<file path="config.mk">
export PLATFORM = sky130hd
export DESIGN_NAME = texture_compact_row_crc32_hash_core
export DESIGN_NICKNAME = d
export VERILOG_FILES = /design/src/rtl/core/tcrc_pkg.sv /design/src/rtl/core/texture_compact_row_crc32_hash_core.sv /design/src/rtl/core/tcrc_layout.sv
export SDC_FILE = /design/constraint.sdc
export NUM_CORES = 1
export LEC_CHECK = 0
export BUFFER_PORTS_ARGS = -buffer_cell sky130_fd_sc_hd__buf_2
export CORE_ASPECT_RATIO = 0.7
export CORE_MARGIN = 4
export CORE_UTILIZATION = 55
export CTS_BUF_LIST = sky130_fd_sc_hd__clkbuf_8
export CTS_CLUSTER_SIZE = 30
export DETAILED_ROUTE_END_ITERATION = 16
export GPL_ROUTABILITY_DRIVEN = 0
export PLACE_DENSITY = 0.69
export SYNTH_ARGS = -nofsm -noshare
export SYNTH_HDL_FRONTEND = slang
export SYNTH_SLANG_ARGS = --single-unit
</file>
<file path="constraint.sdc">
create_clock -name clk -period 18 [get_ports clk]
set_input_delay 3.6 -clock clk [delete_from_list [all_inputs] [get_ports clk]]
set_output_delay 3.6 -clock clk [all_outputs]
set_load 0.02 [all_outputs]
</file>
<file path="src/rtl/core/tcrc_pkg.sv">
// shared types, codes and the byte-wide crc update for the compact row hash
package tcrc_pkg;

    // configuration register indexes
    localparam logic [2:0] CFG_FORMAT_CLASS   = 3'd0;
    localparam logic [2:0] CFG_SURFACE_WIDTH  = 3'd1;
    localparam logic [2:0] CFG_SURFACE_HEIGHT = 3'd2;
    localparam logic [2:0] CFG_ROW_PITCH      = 3'd3;

    // format class codes
    localparam logic [2:0] FMT_BLOCK8  = 3'd0;
    localparam logic [2:0] FMT_BLOCK16 = 3'd1;
    localparam logic [2:0] FMT_BPP1    = 3'd2;
    localparam logic [2:0] FMT_BPP4    = 3'd5;
    localparam logic [2:0] FMT_UNKNOWN = 3'd6;

    // reflected crc-32
    localparam logic [31:0] CRC_POLY = 32'hEDB8_8320;
    localparam logic [31:0] CRC_INIT = 32'hFFFF_FFFF;

    // derived surface layout
    typedef struct packed {
        logic [16:0] pitch;
        logic [14:0] rows;
        logic [16:0] compact;
    } layout_t;

    // one byte through the reflected crc, one bit a step
    function automatic logic [31:0] crc_byte(input logic [31:0] crc, input logic [7:0] b);
        logic [31:0] r;
        r = crc ^ {24'd0, b};
        for (int i = 0; i < 8; i++)
        begin
            r = r[0] ? ((r >> 1) ^ CRC_POLY) : (r >> 1);
        end
        return r;
    endfunction

endpackage

</file>
<file path="src/rtl/core/texture_compact_row_crc32_hash_core.sv">
// compact row crc-32 hash of a texture surface, streamed one byte per item
//
//  channel | signals                                   | accepted when
//  --------+-------------------------------------------+-----------------------
//  cfg     | cfg_valid, cfg_ready, cfg_index, cfg_data | cfg_valid & cfg_ready
//  in      | in_valid, in_ready, data_byte             | in_valid & in_ready
//  out     | out_valid, out_ready, hash_value          | out_valid & out_ready
//
// one byte item per cycle sustained while in_ready stays high; the byte crc update
// sits between the input register and the crc / result registers, so the hash of a
// surface goes from its last byte in the input register to the result register.
// reset clears the configuration to its defaults and the stream state to a
// fresh surface. in_ready drops after a configuration write while the layout
// register reloads, and when the byte in the input register ends a surface while
// the previous hash still waits on out_ready.
module texture_compact_row_crc32_hash_core (
    input  logic        clk,
    input  logic        rst_n,
    input  logic        cfg_valid,
    output logic        cfg_ready,
    input  logic [2:0]  cfg_index,
    input  logic [16:0] cfg_data,
    input  logic        in_valid,
    output logic        in_ready,
    input  logic [7:0]  data_byte,
    output logic        out_valid,
    input  logic        out_ready,
    output logic [31:0] hash_value
);

    tcrc_pkg::layout_t layout;
    logic              cfg_pending;

    logic        in_vld_reg;
    logic [7:0]  data_reg;
    logic [31:0] crc_reg;
    logic [31:0] crc_next;
    logic [16:0] col_reg;
    logic [16:0] col_next;
    logic [14:0] row_reg;
    logic [14:0] row_next;
    logic        out_vld_reg;
    logic        out_vld_next;
    logic [31:0] hash_reg;

    logic        in_acc;
    logic        adv;
    logic [17:0] col_plus;
    logic [15:0] row_plus;
    logic        row_end;
    logic        surf_end;
    logic [31:0] crc_upd;

    // configuration and layout
    tcrc_layout u_layout (
        .clk       (clk),
        .rst_n     (rst_n),
        .cfg_valid (cfg_valid),
        .cfg_index (cfg_index),
        .cfg_data  (cfg_data),
        .cfg_ready (cfg_ready),
        .layout    (layout),
        .pending   (cfg_pending)
    );

    // row and surface end from the counters
    always_comb
    begin
        col_plus = {1'b0, col_reg} + 18'd1;
        row_plus = {1'b0, row_reg} + 16'd1;
        row_end  = col_plus >= {1'b0, layout.pitch};
        surf_end = row_end && (row_plus >= {1'b0, layout.rows});
        crc_upd  = (col_reg < layout.compact) ? tcrc_pkg::crc_byte(crc_reg, data_reg)
                                              : crc_reg;
    end

    // handshake: stage advances unless its hash would overwrite a waiting one
    assign adv      = in_vld_reg && (!surf_end || !out_vld_reg || out_ready);
    assign in_ready = !cfg_pending && (!in_vld_reg || adv);
    assign in_acc   = in_valid && in_ready;

    // next stream state
    always_comb
    begin
        crc_next     = crc_reg;
        col_next     = col_reg;
        row_next     = row_reg;
        out_vld_next = out_vld_reg && !out_ready;
        if (adv)
        begin
            if (!row_end)
            begin
                crc_next = crc_upd;
                col_next = col_plus[16:0];
            end
            else if (surf_end)
            begin
                crc_next     = tcrc_pkg::CRC_INIT;
                col_next     = 17'd0;
                row_next     = 15'd0;
                out_vld_next = 1'b1;
            end
            else
            begin
                crc_next = crc_upd;
                col_next = 17'd0;
                row_next = row_plus[14:0];
            end
        end
    end

    // control and stream state registers
    always_ff @(posedge clk or negedge rst_n)
    begin
        if (!rst_n)
        begin
            in_vld_reg  <= 1'b0;
            crc_reg     <= tcrc_pkg::CRC_INIT;
            col_reg     <= 17'd0;
            row_reg     <= 15'd0;
            out_vld_reg <= 1'b0;
        end
        else
        begin
            if (in_acc)
            begin
                in_vld_reg <= 1'b1;
            end
            else if (adv)
            begin
                in_vld_reg <= 1'b0;
            end
            crc_reg     <= crc_next;
            col_reg     <= col_next;
            row_reg     <= row_next;
            out_vld_reg <= out_vld_next;
        end
    end

    // payload registers
    always_ff @(posedge clk)
    begin
        if (in_acc)
        begin
            data_reg <= data_byte;
        end
        if (adv && surf_end)
        begin
            hash_reg <= crc_upd;
        end
    end

    assign out_valid  = out_vld_reg;
    assign hash_value = hash_reg;

    // no input taken while the layout reloads
    a_cfg_blocks_input: assert property (@(posedge clk) disable iff (!rst_n)
        cfg_pending |-> !in_ready)
        else $error("item accepted during layout reload");

    // a finishing byte never overwrites a hash still waiting
    a_no_overwrite: assert property (@(posedge clk) disable iff (!rst_n)
        (adv && surf_end) |-> (!out_vld_reg || out_ready))
        else $error("hash overwritten");

    // surface end restarts the stream and presents a hash
    a_surface_restart: assert property (@(posedge clk) disable iff (!rst_n)
        (adv && surf_end) |=> (out_vld_reg && col_reg == 17'd0 && row_reg == 15'd0
                              && crc_reg == tcrc_pkg::CRC_INIT))
        else $error("stream state not restarted after surface end");

    // stream state moves only when a byte advances
    a_state_hold: assert property (@(posedge clk) disable iff (!rst_n)
        !adv |=> ($stable(crc_reg) && $stable(col_reg) && $stable(row_reg)))
        else $error("stream state changed without a byte");

endmodule

</file>
<file path="src/rtl/core/tcrc_layout.sv">
// configuration registers and registered row count / compact length derivation
module tcrc_layout (
    input  logic                  clk,
    input  logic                  rst_n,
    input  logic                  cfg_valid,
    input  logic [2:0]            cfg_index,
    input  logic [16:0]           cfg_data,
    output logic                  cfg_ready,
    output tcrc_pkg::layout_t     layout,
    output logic                  pending
);

    logic [2:0]  cls_reg;
    logic [14:0] width_reg;
    logic [14:0] height_reg;
    logic [16:0] pitch_cfg_reg;
    logic        pend_reg;
    tcrc_pkg::layout_t layout_reg;
    tcrc_pkg::layout_t layout_next;

    logic        cfg_wr;
    logic [15:0] h_sum;
    logic [15:0] w_sum;
    logic [13:0] blk_rows;
    logic [13:0] blk_cols;
    logic [2:0]  bpp;
    logic [17:0] len_raw;
    logic [14:0] rows_raw;

    assign cfg_ready = 1'b1;
    assign cfg_wr    = cfg_valid & cfg_ready;

    // configuration register writes
    always_ff @(posedge clk or negedge rst_n)
    begin
        if (!rst_n)
        begin
            cls_reg       <= tcrc_pkg::FMT_UNKNOWN;
            width_reg     <= 15'd1;
            height_reg    <= 15'd1;
            pitch_cfg_reg <= 17'd4;
            pend_reg      <= 1'b0;
        end
        else
        begin
            pend_reg <= cfg_wr;
            if (cfg_wr)
            begin
                case (cfg_index)
                    tcrc_pkg::CFG_FORMAT_CLASS:   cls_reg       <= cfg_data[2:0];
                    tcrc_pkg::CFG_SURFACE_WIDTH:  width_reg     <= cfg_data[14:0];
                    tcrc_pkg::CFG_SURFACE_HEIGHT: height_reg    <= cfg_data[14:0];
                    tcrc_pkg::CFG_ROW_PITCH:      pitch_cfg_reg <= cfg_data;
                    default: ;
                endcase
            end
        end
    end

    // layout from the current register values
    always_comb
    begin
        h_sum    = {1'b0, height_reg} + 16'd3;
        w_sum    = {1'b0, width_reg} + 16'd3;
        blk_rows = h_sum[15:2];
        blk_cols = (w_sum[15:2] == 14'd0) ? 14'd1 : w_sum[15:2];
        bpp      = 3'(cls_reg - tcrc_pkg::FMT_BPP1) + 3'd1;

        layout_next.pitch = (pitch_cfg_reg == 17'd0) ? 17'd1 : pitch_cfg_reg;

        if (cls_reg inside {tcrc_pkg::FMT_BLOCK8, tcrc_pkg::FMT_BLOCK16})
        begin
            rows_raw = {1'b0, blk_rows};
            len_raw  = (cls_reg == tcrc_pkg::FMT_BLOCK8) ? {1'b0, blk_cols, 3'b000}
                                                         : {blk_cols, 4'b0000};
        end
        else if (cls_reg inside {[tcrc_pkg::FMT_BPP1:tcrc_pkg::FMT_BPP4]})
        begin
            rows_raw = height_reg;
            len_raw  = 18'(width_reg) * 18'(bpp);
        end
        else
        begin
            rows_raw = height_reg;
            len_raw  = {1'b0, layout_next.pitch};
        end

        layout_next.rows    = (rows_raw == 15'd0) ? 15'd1 : rows_raw;
        layout_next.compact = (len_raw > {1'b0, layout_next.pitch}) ? layout_next.pitch
                                                                    : len_raw[16:0];
    end

    // layout register, loaded from the configuration registers
    always_ff @(posedge clk or negedge rst_n)
    begin
        if (!rst_n)
        begin
            layout_reg.pitch   <= 17'd4;
            layout_reg.rows    <= 15'd1;
            layout_reg.compact <= 17'd4;
        end
        else
        begin
            layout_reg <= layout_next;
        end
    end

    assign layout  = layout_reg;
    assign pending = pend_reg;

endmodule

</file>
## Word-level counts from Yosys, hierarchy flattened

Index checks and enable logic that the tools add are counted.

- Add/subtract/negate cells: 6
- Multiply operators: 1
- Divide/modulo/power cells: 0
- Magnitude comparators: 6
- Equality and inequality tests: 4
- Shift operators: 0
- Muxes and demuxes: 26
- Bitwise logic cells: 9
- Reductions and logical operators: 27

Operator list:

| operator | number |
|---|---|
| $mux 32 | 11 |
| $not 13->14 | 8 |
| $mux 18 | 3 |
| $mux 17 | 3 |
| $mux 15 | 3 |
| $add 15x2->16 const B | 2 |
| $xor 32x8->32 | 1 |
| $add 17x1->18 const B | 1 |
| $ge 18x17->1 | 1 |
| $gt 18x17->1 | 1 |
| $mul 15x3->18 | 1 |
| $logic_not 17->1 | 1 |
| $lt 17x17->1 | 1 |
| $add 15x1->16 const B | 1 |
| $ge 16x15->1 | 1 |
| $logic_not 15->1 | 1 |
| $logic_not 14->1 | 1 |
| $mux 14 | 1 |
| $reduce_and 2->1 | 5 |
| $logic_and 1x1->1 | 7 |
| $eq 3x1->1 const B | 2 |
| $eq 3x2->1 const B | 2 |
| $logic_not 3->1 | 2 |
| $logic_not 1->1 | 5 |
| other kinds (7) | 14 |

- Register bits: 206
- Latch bits: 0
- RAM bits: 0
- ROM bits: 0
- Input bits: 33
- Output and inout bits: 35
- Word-level logic and storage cells: 94
- Memories: 0

## Logic depth before layout (Yosys ltp)

- Word-level depth: 20
- Depth in mapped cells: 25

## Cells and area by module

From an unflattened synthesis, not the netlist that was laid out.

- Cell total of the unflattened synthesis: 1324
- Area, all modules: 13235.2 sq um

By module, submodules not included:

| module | instances | cells an instance | area an instance (sq um) | sequential area each (sq um) |
|---|---|---|---|---|
| texture_compact_row_crc32_hash_core | 1 | 626 | 6696.4 | 2892.8 |
| tcrc_layout | 1 | 698 | 6538.8 | 2512.4 |

## Worst setup path before layout

No wires, ideal clock.

- Kind: input to output
- Start: input out_ready
- End: output in_ready
- Arrival time: 4.331 ns
- Path slack: 10.069 ns
- Stages: 3
- Path buffers: 0
- Cells stage by stage: nand2b_1 -> nor4b_1 -> nor2_1

- Cells in the longest elaborated chain, start to end: 4

Ends and longest elaborated chain:

| item | line | RTL |
|---|---|---|
| start, declared | texture_compact_row_crc32_hash_core.sv:27 | `input logic out_ready,` |
| $logic_or 1x1->1 | texture_compact_row_crc32_hash_core.sv:78 | `assign adv = in_vld_reg && (!surf_end \|\| !out_vld_reg \|\| out_ready);` |
| $logic_and 1x1->1 | texture_compact_row_crc32_hash_core.sv:78 |  |
| $logic_or 1x1->1 | texture_compact_row_crc32_hash_core.sv:79 | `assign in_ready = !cfg_pending && (!in_vld_reg \|\| adv);` |
| $logic_and 1x1->1 | texture_compact_row_crc32_hash_core.sv:79 |  |
| end, declared | texture_compact_row_crc32_hash_core.sv:24 | `output logic in_ready,` |

Every way passes these cells.

## Final worst setup path

- Start: register col_reg[0]
- End: output in_ready

- Cells in the longest elaborated chain, start to end: 9

Ends and longest elaborated chain:

| item | line | RTL |
|---|---|---|
| start, declared | texture_compact_row_crc32_hash_core.sv:38 | `logic [16:0] col_reg;` |
| start signal, assigned | texture_compact_row_crc32_hash_core.sv:134 | `col_reg <= col_next;` |
| $add 17x1->18 | texture_compact_row_crc32_hash_core.sv:69 | `col_plus = {1'b0, col_reg} + 18'd1;` |
| $ge 18x17->1 | texture_compact_row_crc32_hash_core.sv:71 | `row_end = col_plus >= {1'b0, layout.pitch};` |
| $logic_and 1x1->1 | texture_compact_row_crc32_hash_core.sv:72 | `surf_end = row_end && (row_plus >= {1'b0, layout.rows});` |
| $logic_not 1->1 | texture_compact_row_crc32_hash_core.sv:78 |  |
| $logic_or 1x1->1 (2 in series) | texture_compact_row_crc32_hash_core.sv:78 |  |
| $logic_and 1x1->1 | texture_compact_row_crc32_hash_core.sv:78 |  |
| $logic_or 1x1->1 | texture_compact_row_crc32_hash_core.sv:79 |  |
| $logic_and 1x1->1 | texture_compact_row_crc32_hash_core.sv:79 |  |

Every way passes these cells.

==> impl_metrics.csv <==
group,metric,value,unit
die,initial_core_util,0.558,
placement,io_buffers,66,
logic_synthesis,synth_ff_type,"dfrtp_1",
power,seqPwrFrac,0.290,
layout,largest_reg_flops,49,
die,die_y,137,um
cts,ctsResizeCount,0,
sta,finalCritPeriodShare,0.460,
worst_setup_path,cp.required,14.40,ns
sta,tightestPinTransition,1.16,ns
cts,clk_latency,0.53,ns
cts,cts_max_level,2,
cts,clk_pin_slew,0.06,ns
logic_synthesis,ys.warnings.count,0,
die,die_x,193,um
global_routing,grt_max_degree,88,
sta,setup_viol,0,
layout,n_antenna_cell,0,
logic_synthesis,synth_most_common_cell,"inv_1",
hold_path,hold_class,"register to register",
cts,cts_buffers,34,
worst_setup_path,crit_fanout,15,
logic_synthesis,yosysTopAreaCellShare,0.239,
worst_setup_path,r2r_end,"u_layout.layout[7]",
cts,cts_hold_buf,0,
global_routing,grt_overflow,0,
power,netSwitchingPower,1.24,mW
logic_synthesis,synth_area_per_cell,10.2,um2
sta,hold_violations,0,
power,power,2.91,mW
layout,layout-drive-gt1-share,0.210,
cts,cts_max_path_buffers,3,
die,die_area,0.0265,mm2
layout,area_growth,9.16,%
hold_path,holdPathStages,0,
cts,cts_tree,"built",
power,p_sw_frac,0.427,
cts,clockRootBuffer,"clkbuf_8",
worst_setup_path,worst-setup-path-type,"register to output pin",
detailed_routing,drtPass1Iterations,5,
worst_setup_path,start_kind,"register",
global_routing,grtUsageTotal,0.247,
logic_synthesis,synth_seq_area_share,0.411,
die,coreArea,0.0236,mm2
sta,slew_viol_final,0,
detailed_routing,drc_errors,0,
worst_setup_path,ff2ff_path_depth,21,
logic_synthesis,synthArstFlopShare,0.806,
detailed_routing,initialDrtViolationCount,894,
global_routing,antenna_found_initial,0,
cts,post_cts_buffers,0,
die,num_rows,47,
sta,rsz0062_at_grt,"no",
logic_synthesis,synthesis.nets,1429,
layout,nets,1472,
run_status,status,"complete, no violations",
cts,clkSinkCount,206,
power,ir_worst_vdd,0.0985,mV
hold_path,min-delay-start,"u_layout.pitch_cfg_reg[2]",
logic_synthesis,ys_seq_elements,206,
logic_synthesis,synth.area.top_cells,"dfrtp_1, edfxtp_1, ha_1, dfstp_2, mux2_2",
sta,max_freq,121,MHz
worst_setup_path,reg2reg_from,"u_layout.cls_reg[0]",
detailed_routing,viasPerCell,5.82,
worst_setup_path,reg2reg_slack,10.41,ns
power,p_clk_frac,0.143,
die,io-pin-count,68,
power,p_per_area,202,mW/mm2
detailed_routing,wirelength,31900,um
hold_path,hold-path-endpoint,"u_layout.layout[34]",
logic_synthesis,ys_types,78,
logic_synthesis,synth_top_cell_by_area,"dfrtp_1",
worst_setup_path,setup.worst_path.end_class,"output pin",
sta,fin_crit,8.28,ns
sta,finalSetupTns,0,ns
logic_synthesis,synth_edf_count,40,
run,cap_viol_max_count,0,
global_routing,grt_pass1_vias,9415,
power,combPwrFrac,0.566,
logic_synthesis,synth_area,0.0132,mm2
sta,slew_headroom,0.227,
logic_synthesis,synth_common_cells,"inv_1, dfrtp_1, mux2_2",
worst_setup_path,crit_arrival,4.68,ns
detailed_routing,wl_per_cell,19.0,um
global_routing,grt_pass1_wl,51500,um
logic_synthesis,syn-instance-count,1294,
detailed_routing,via_count,9757,
sta,fin_worst_skew,0.0355,ns
power,intPower,1.67,mW
placement,dp_hpwl,23700,um
power,p_leak,6.22,nW
detailed_routing,ant_nets,0,
-- power groups by stage --
| stage | Combinational, mW | Sequential, mW | Clock (mW) |
|---|---|---|---|
| after floorplan | 1.28 | 0.795 | 0 |
| after global placement | 1.58 | 0.844 | 0 |
| after detailed placement | 1.62 | 0.849 | 0 |
| after CTS | 1.63 | 0.841 | 0.428 |
| after global routing | 1.82 | 0.865 | 0.450 |
| final | 1.65 | 0.844 | 0.417 |
-- critical path: stages, from the launching register on --
cell and delay, ns:
dfrtp_1 0.46, ha_1 0.26, nand3_1 0.20, nor3_1 0.54, nor3b_1 0.38, nand2_1 0.13
xnor2_1 0.17, ha_1 0.30, nand4_1 0.12, nor4_1 0.38, or4_4 0.21, o22ai_2 0.05
buf_4 0.22, nor4b_1 0.49, nor2_1 0.06, buf_2 0.17
-- kinds of logic after synthesis --
logic type      count (synthesis)  share of synthesized area
fa+ha+maj                     102                      0.105
mux                            99                     0.0838
simple gates                  321                      0.126
compound gates                248                      0.128
flops                         206                      0.411
buf+inv                       197                     0.0612
other cells                     1                   0.000285
xor+xnor                      120                     0.0850
-- layer usage --
layer,up-vias,wire [um],GRT usage
met5,-,0,0
met4,0,452,0.0503
met3,39,2770,0.0560
met2,335,12500,0.324
met1,4734,16200,0.409
li1,4649,-,-
-- per-stage QoR --
step	hold slack, ns	std cells	area [um2]	utilization	setup slack (ns)
final	0.429	1677	14400	0.609	9.72
after floorplan	0.454	1294	13200	-	10.07
after CTS	0.426	1677	14400	0.609	9.73
after global routing	0.437	1677	14400	0.609	9.29
after detailed placement	0.419	1619	13700	0.581	9.81
after global placement	0.416	1619	13700	0.581	9.83
-- layout by cell type, fill, tap and decap left out, types with 30 or more instances in the layout --
master	netlist	layout
nand2_1	89	89
dfrtp_1	126	126
o22a_1	32	32
nand4_1	30	30
nand3_1	33	33
xnor2_1	82	82
o21ai_0	55	55
ha_1	88	88
clkbuf_8	0	39
mux2_2	90	90
a21oi_1	58	57
edfxtp_1	40	40
dfstp_2	40	40
nor2_1	55	54
inv_1	128	137
buf_2	11	65
-- how the worst max path moves through the flow --
stage | end | cells after the start | start
after CTS | in_ready | 15 | col_reg[0]
after detailed placement | in_ready | 5 | out_ready
after global placement | in_ready | 5 | out_ready
after global routing | in_ready | 15 | col_reg[0]
after floorplan | in_ready | 3 | out_ready
final | in_ready | 15 | col_reg[0]
-- area by class of cell --
type	count	area [um2]
Clock buffer	39	537
Clock inverter	19	135
Timing Repair Buffer	76	412
Sequential cell	206	5410
Fill cell	1956	9210
Multi-Input combinational cell	891	7010
Inverter	128	480
Tap cell	318	398
Power figures use the tool's default switching activity.
